### config.mk
export PLATFORM = sky130hd
export DESIGN_NAME = unorm_bit_depth_rescale_top
export DESIGN_NICKNAME = d
export VERILOG_FILES = /design/src/hdl/ubdr_pkg.sv /design/src/hdl/ubdr_pipe.sv /design/src/hdl/unorm_bit_depth_rescale_top.sv
export SDC_FILE = /design/constraint.sdc
export NUM_CORES = 1
export LEC_CHECK = 0
export ABC_AREA = 1
export ABC_CLOCK_PERIOD_IN_PS = 2550
export BUFFER_PORTS_ARGS = -buffer_cell sky130_fd_sc_hd__buf_2
export CORE_ASPECT_RATIO = 0.7
export CORE_MARGIN = 5
export CORE_UTILIZATION = 30
export DETAILED_ROUTE_END_ITERATION = 16
export MAX_ROUTING_LAYER = met4
export SLEW_MARGIN = 40
export SYNTH_ARGS = -nofsm -noshare
export SYNTH_HDL_FRONTEND = slang
export SYNTH_SLANG_ARGS = --single-unit
### constraint.sdc
create_clock -name i_clk -period 2.55 [get_ports i_clk]
set_input_delay 0.6375 -clock i_clk [delete_from_list [all_inputs] [get_ports i_clk]]
set_output_delay 0.6375 -clock i_clk [all_outputs]
set_load 0.03 [all_outputs]
### src/hdl/ubdr_pkg.sv
// Package for the unorm bit-depth rescaler: register map, widths, config struct.
// No dependencies; used by ubdr_pipe, the top level and the checker.
package ubdr_pkg;

    // depth register width and reset depth
    localparam int REG_W  = 5;
    localparam int DATA_W = 32;
    localparam int ADDR_W = 3;
    localparam int OUT_W  = 16;

    typedef logic [REG_W-1:0] t_depth_reg;

    localparam t_depth_reg DEPTH_RESET = 5'd8;

    // register index, taken from paddr[2]
    localparam logic REG_IDX_SOURCE = 1'b0;
    localparam logic REG_IDX_TARGET = 1'b1;

    // raw depth registers as seen by the datapath
    typedef struct packed {
        t_depth_reg source_bits;
        t_depth_reg target_bits;
    } t_cfg;

endpackage

### src/hdl/ubdr_pipe.sv
// Rescale datapath: clamp depths, mask, top-align, bit-replicate, shift down.
// Depends on ubdr_pkg (t_cfg, t_depth_reg, OUT_W).
module ubdr_pipe #(
    parameter int MAX_BITS = 16
) (
    input  logic                          i_clk,
    input  logic                          i_rst_n,
    input  ubdr_pkg::t_cfg                i_cfg,
    input  logic                          i_vld,
    input  logic [ubdr_pkg::OUT_W-1:0]    i_sample,
    output logic                          o_vld,
    output logic [ubdr_pkg::OUT_W-1:0]    o_value
);

    localparam int W  = MAX_BITS;
    localparam int DW = $clog2(MAX_BITS + 1);
    localparam int K  = $clog2(MAX_BITS);
    localparam int VW = (W > ubdr_pkg::OUT_W) ? W : ubdr_pkg::OUT_W;
    localparam int SW = DW + K;
    localparam logic [DW-1:0] W_D = DW'(MAX_BITS);
    localparam ubdr_pkg::t_depth_reg MAX_DEPTH = ubdr_pkg::t_depth_reg'(MAX_BITS);

    // pipeline registers: stage 0 holds the top-aligned sample, stage k
    // holds 2^k copies of it
    logic [W-1:0]  r_x   [0:K];
    logic [DW-1:0] r_p   [0:K];
    logic [DW-1:0] r_n   [0:K-1];
    logic          r_vld [0:K];
    logic [ubdr_pkg::OUT_W-1:0] r_out;
    logic                       r_ovld;

    logic [DW-1:0] n_src_depth;
    logic [DW-1:0] n_tgt_depth;
    logic [VW-1:0] n_mask;
    logic [VW-1:0] n_masked;
    logic [W-1:0]  n_x0;
    logic [W-1:0]  n_res;
    logic [VW-1:0] n_res_ext;

    // clamp both depths into 1..MAX_BITS
    always_comb begin
        if (i_cfg.source_bits == '0) begin
            n_src_depth = DW'(1);
        end else if (i_cfg.source_bits > MAX_DEPTH) begin
            n_src_depth = W_D;
        end else begin
            n_src_depth = DW'(i_cfg.source_bits);
        end
        if (i_cfg.target_bits == '0) begin
            n_tgt_depth = DW'(1);
        end else if (i_cfg.target_bits > MAX_DEPTH) begin
            n_tgt_depth = W_D;
        end else begin
            n_tgt_depth = DW'(i_cfg.target_bits);
        end
    end

    // mask to source width and put the sample at the top of the word
    assign n_mask   = ~({VW{1'b1}} << n_src_depth);
    assign n_masked = VW'(i_sample) & n_mask;
    assign n_x0     = n_masked[W-1:0] << (W_D - n_src_depth);

    always_ff @(posedge i_clk) begin
        if (!i_rst_n) begin
            r_vld[0] <= 1'b0;
        end else begin
            r_vld[0] <= i_vld;
        end
        r_x[0] <= n_x0;
        r_n[0] <= n_src_depth;
        r_p[0] <= n_tgt_depth;
    end

    // doubling stages: OR in a copy shifted by n * 2^(k-1)
    for (genvar k = 1; k <= K; k++) begin : g_rep
        logic [SW-1:0] n_shamt;
        assign n_shamt = SW'(r_n[k-1]) << (k - 1);

        always_ff @(posedge i_clk) begin
            if (!i_rst_n) begin
                r_vld[k] <= 1'b0;
            end else begin
                r_vld[k] <= r_vld[k-1];
            end
            r_x[k] <= r_x[k-1] | (r_x[k-1] >> n_shamt);
            r_p[k] <= r_p[k-1];
        end

        if (k < K) begin : g_n
            always_ff @(posedge i_clk) begin
                r_n[k] <= r_n[k-1];
            end
        end
    end

    // keep the top target_bits bits of the replicated pattern
    assign n_res     = r_x[K] >> (W_D - r_p[K]);
    assign n_res_ext = VW'(n_res);

    always_ff @(posedge i_clk) begin
        if (!i_rst_n) begin
            r_ovld <= 1'b0;
        end else begin
            r_ovld <= r_vld[K];
        end
        r_out <= n_res_ext[ubdr_pkg::OUT_W-1:0];
    end

    assign o_vld   = r_ovld;
    assign o_value = r_out;

endmodule

### src/hdl/unorm_bit_depth_rescale_top.sv
// An accepted sample passes the input register, the doubling stages and the output register,
// then shows on o_converted_value with o_done high.
// Throughput: one sample per cycle; busy is low whenever reset is released.
// Every widening step is one replication stage, so depth grows with clog2(MAX_BITS).
// Reset (synchronous, active low) flushes the pipeline and sets both depths to 8.
// Top level: APB depth registers and the rescale pipeline; depends on ubdr_pkg, ubdr_pipe.
module unorm_bit_depth_rescale_top #(
    parameter int MAX_BITS = 16
) (
    input  logic                           i_clk,
    input  logic                           i_rst_n,
    // sample command channel
    input  logic                           start,
    output logic                           busy,
    input  logic [15:0]                    i_sample_value,
    // result channel
    output logic                           o_done,
    output logic [15:0]                    o_converted_value,
    // configuration port
    input  logic                           psel,
    input  logic                           penable,
    input  logic                           pwrite,
    input  logic [ubdr_pkg::ADDR_W-1:0]    paddr,
    input  logic [ubdr_pkg::DATA_W-1:0]    pwdata,
    output logic [ubdr_pkg::DATA_W-1:0]    prdata,
    output logic                           pready
);

    ubdr_pkg::t_depth_reg r_source_bits;
    ubdr_pkg::t_depth_reg r_target_bits;
    ubdr_pkg::t_cfg       cfg;
    logic                 n_wr;
    logic                 n_accept;

    assign pready = 1'b1;
    assign n_wr   = psel && penable && pwrite && pready;

    // depth registers
    always_ff @(posedge i_clk) begin
        if (!i_rst_n) begin
            r_source_bits <= ubdr_pkg::DEPTH_RESET;
            r_target_bits <= ubdr_pkg::DEPTH_RESET;
        end else if (n_wr) begin
            case (paddr[2])
                ubdr_pkg::REG_IDX_SOURCE: r_source_bits <= pwdata[ubdr_pkg::REG_W-1:0];
                ubdr_pkg::REG_IDX_TARGET: r_target_bits <= pwdata[ubdr_pkg::REG_W-1:0];
                default: ;
            endcase
        end
    end

    // read back
    always_comb begin
        case (paddr[2])
            ubdr_pkg::REG_IDX_SOURCE: prdata = ubdr_pkg::DATA_W'(r_source_bits);
            ubdr_pkg::REG_IDX_TARGET: prdata = ubdr_pkg::DATA_W'(r_target_bits);
            default:                  prdata = '0;
        endcase
    end

    // commands are refused only while reset is held
    assign busy     = !i_rst_n;
    assign n_accept = start && !busy;

    assign cfg.source_bits = r_source_bits;
    assign cfg.target_bits = r_target_bits;

    ubdr_pipe #(
        .MAX_BITS (MAX_BITS)
    ) u_pipe (
        .i_clk    (i_clk),
        .i_rst_n  (i_rst_n),
        .i_cfg    (cfg),
        .i_vld    (n_accept),
        .i_sample (i_sample_value),
        .o_vld    (o_done),
        .o_value  (o_converted_value)
    );

endmodule

==> impl_metrics.json <==
{
  "die_y_um": 138,
  "grt-ovfl-total": 0,
  "yosysTopAreaCellShare": 0.448,
  "first_pass_iters": 5,
  "drive_gt1_frac": 0.122,
  "p_sw_frac": 0.330,
  "worst_ep_arrival_time_ns": 2.69,
  "syn2layout_area_growth_pct": 13.5,
  "wl_met1_um": 9120,
  "p_leak_nw": 3.79,
  "wl_um": 16700,
  "maxCapViolations": 0,
  "dp_hpwl_um": 12800,
  "cts_resized": 0,
  "p_per_area_nw_per_um2": 946,
  "p_seq_frac": 0.436,
  "peakVddDrop_mv": 0.472,
  "placeableCoreArea_um2": 22800,
  "postCtsHoldBufs": 0,
  "worst_slew_pin_slew_ns": 0.668,
  "skew_ns": 0.0142,
  "clkSinkCount": 157,
  "min_to": "u_pipe.r_p[3][4]$_DFF_P_",
  "synthArstFlopShare": 0,
  "grt_max_degree": 19,
  "period_share": 0.912,
  "reg2reg_from": "r_source_bits[4]$_SDFFE_PN0P_",
  "antenna_found_initial": 0,
  "dieWidth_um": 193,
  "cts_setup_buffers": 0,
  "root_buffer": "clkbuf_16",
  "grt_use_total": 0.129,
  "whs_path_depth": 0,
  "ios": 108,
  "ys_seq_elements": 157,
  "met3_wirelength_um": 1080,
  "gp_congestion": 0.902,
  "wl_per_cell_um": 12.8,
  "viasPerCell": 4.68,
  "clock_latency_ns": 0.42,
  "r2r_cells": 9,
  "drv_slew": 0,
  "p_clk_frac": 0.335,
  "diodes": 0,
  "vias": 6107,
  "comb_power_share": 0.229,
  "initial_utilization": 0.307,
  "synth_area_leaders": "dfxtp_1, nand2_1, nand3_1",
  "fmax_ghz": 0.430,
  "outcome": "finished clean",
  "dieArea_um2": 26600,
  "wl_met2_um": 6380,
  "r2r-end": "u_pipe.r_x[0][14]$_SDFF_PP0_",
  "cts_tree": "yes",
  "netlist_area_um2": 7020,
  "numPortBuffers": 50,
  "synth_flop_cell": "dfxtp_1",
  "crit_type": "flip-flop to flip-flop",
  "cts.clk_slew.worst_paths_ns": 0.07,
  "grt_pass1_vias": 5436,
  "hp-start": "u_pipe.r_p[2][4]$_DFF_P_",
  "yosysWarnings": 0,
  "setup_viol": 0,
  "htree_levels": 4,
  "fillCellCount": 2412,
  "ys_seq_area_frac": 0.448,
  "rows": 46,
  "fin_nets": 1043,
  "grt_pass1_wl_um": 27500,
  "hold_class": "flip-flop to flip-flop",
  "synthCells": 952,
  "syn_area_per_cell_um2": 7.38,
  "drtAntennaViolNets": 0,
  "drt_iter0_markers": 593,
  "rrSetupSlack_ns": 0.22,
  "clk_path_buf_depth": 2,
  "cts_inserted_buffers": 17,
  "rsz0062_at_grt": "no",
  "maxUsedRoutingLayer": "met4",
  "end_kind": "flip-flop",
  "drc": 0,
  "synth_cell_types": 45,
  "p_int_mw": 5.06,
  "yosys.area.top_type": "dfxtp_1",
  "finalCriticalPeriod_ns": 2.33,
  "tns_ns": 0,
  "hold_viol": 0,
  "totalPowerFinal_mw": 7.54,
  "synth_edf_count": 0,
  "power.net_switching_mw": 2.49,
  "crit_fanout": 17,
  "max_slew_margin": 0.553,
  "startpoint_type": "flip-flop",
  "cp.required_ns": 2.91
}
-- registers in the layout, indices dropped and copies added, names as in the netlist --
name,flops
u_pipe.r_x,80
u_pipe.r_p,25
u_pipe.r_n,20
u_pipe.o_value,16
r_source_bits,5
r_target_bits,5
u_pipe.r_vld,5
u_pipe.o_vld,1
-- logic make-up (layout without fill, tap and decap cells) --
| kind of cell | count (synthesis) | in the layout | share of synthesized area |
|---|---|---|---|
| AND/OR/NAND/NOR | 462 | 462 | 0.281 |
| other | 2 | 28 | 0.00107 |
| buffers and inverters | 161 | 175 | 0.113 |
| XOR/XNOR | 3 | 3 | 0.00374 |
| multiplexers | 8 | 8 | 0.0114 |
| adder cells (fa/ha/maj) | 7 | 7 | 0.0125 |
| flip-flops | 157 | 157 | 0.448 |
| AO/OA/AOI/OAI | 152 | 152 | 0.130 |
-- final cells by class --
type / count / area (um^2) / share of cell area
Clock buffer: 17 / 425 / 0.0534
Clock inverter: 15 / 176 / 0.0221
Inverter: 80 / 303 / 0.0380
Multi-Input combinational cell: 660 / 3190 / 0.400
Sequential cell: 157 / 3140 / 0.394
Tap cell: 312 / 390 / 0.0490
Timing Repair Buffer: 63 / 348 / 0.0436
-- synthesized netlist by cell type, types with 2 or more instances --
cell type  number
a21o_1          4
a21oi_1        17
a31o_2          4
a31oi_1         7
a41o_1          8
buf_2           7
buf_4          33
buf_6           7
clkbuf_1       34
clkinv_1        4
conb_1          2
dfxtp_1       157
ha_1            7
inv_1          71
inv_2           4
mux2i_1         8
nand2_1       258
nand2_2         3
nand3_1       126
nand4_1         2
nor2_1         55
nor2_2          4
nor3_1          3
o211ai_1        7
o21ai_0        77
o21ai_1         7
o21bai_1       12
o311ai_0        2
or2_2           4
xnor2_1         3
-- worst max path at each step --
| stage | slack (ns) | start | cells past startpoint | to |
|---|---|---|---|---|
| 3_5_place_dp | 0.28 | r_source_bits[4]$_SDFFE_PN0P_ | 9 | u_pipe.r_x[0][14]$_SDFF_PP0_ |
| 6_report | 0.22 | r_source_bits[4]$_SDFFE_PN0P_ | 9 | u_pipe.r_x[0][14]$_SDFF_PP0_ |
| 5_1_grt | 0.04 | r_source_bits[4]$_SDFFE_PN0P_ | 9 | u_pipe.r_x[0][14]$_SDFF_PP0_ |
| 2_1_floorplan | 0.40 | paddr[2] | 2 | prdata[0] |
| 3_3_place_gp | 0.31 | r_source_bits[4]$_SDFFE_PN0P_ | 9 | u_pipe.r_x[0][14]$_SDFF_PP0_ |
| 4_1_cts | 0.26 | r_source_bits[4]$_SDFFE_PN0P_ | 9 | u_pipe.r_x[0][14]$_SDFF_PP0_ |
-- critical path, cell delays in order, from the launching register on --
cell,delay (ns)
dfxtp_1,0.34
buf_4,0.17
nor2_1,0.26
inv_1,0.08
ha_1,0.22
ha_1,0.30
clkinv_1,0.41
nand3_1,0.27
nand3_1,0.10
nand2_1,0.11
-- per-layer routing --
metal  track usage  vias to the layer above
met1         0.206                     2778
met3        0.0279                       12
met5             -                        -
li1              -                     3105
met4        0.0315                        0
met2         0.158                      212
-- through the flow --
| stage | utilization | setup slack, ns | hold WS, ns | cells | area, um^2 |
|---|---|---|---|---|---|
| after floorplan | - | 0.397 | 0.310 | 978 | 7120 |
| after global placement | 0.323 | 0.314 | 0.311 | 1272 | 7370 |
| after detailed placement | 0.323 | 0.285 | 0.312 | 1272 | 7370 |
| after CTS | 0.349 | 0.258 | 0.325 | 1304 | 7970 |
| after global routing | 0.349 | 0.0437 | 0.327 | 1304 | 7970 |
| final | 0.349 | 0.224 | 0.326 | 1304 | 7970 |
-- power by group through the flow --
| stage | logic, mW | registers [mW] | clock network (mW) |
|---|---|---|---|
| CTS | 1.71 | 3.29 | 2.60 |
| global placement | 1.69 | 3.33 | 0 |
| floorplan | 1.22 | 3.38 | 0 |
| finish | 1.73 | 3.29 | 2.53 |
| detailed placement | 1.70 | 3.34 | 0 |
| global route | 1.94 | 3.34 | 2.70 |
-- cells in the final DEF (no fill, tap or decap), types with 4 or more instances in the layout --
cell type    n
o21ai_0     77
inv_8        4
a21o_1       4
nor2_1      55
conb_1      28
a31o_2       4
a21oi_1     17
nand2_1    258
nor2_2       4
o211ai_1     7
ha_1         7
nand3_1    126
clkinv_1     4
inv_2        4
mux2i_1      8
o21ai_1      7
buf_2       50
inv_1       71
a31oi_1      7
clkbuf_16   17
or2_2        4
buf_4       13
dfxtp_1    157
a41o_1       8
o21bai_1    12
Power figures use the tool's default switching activity.
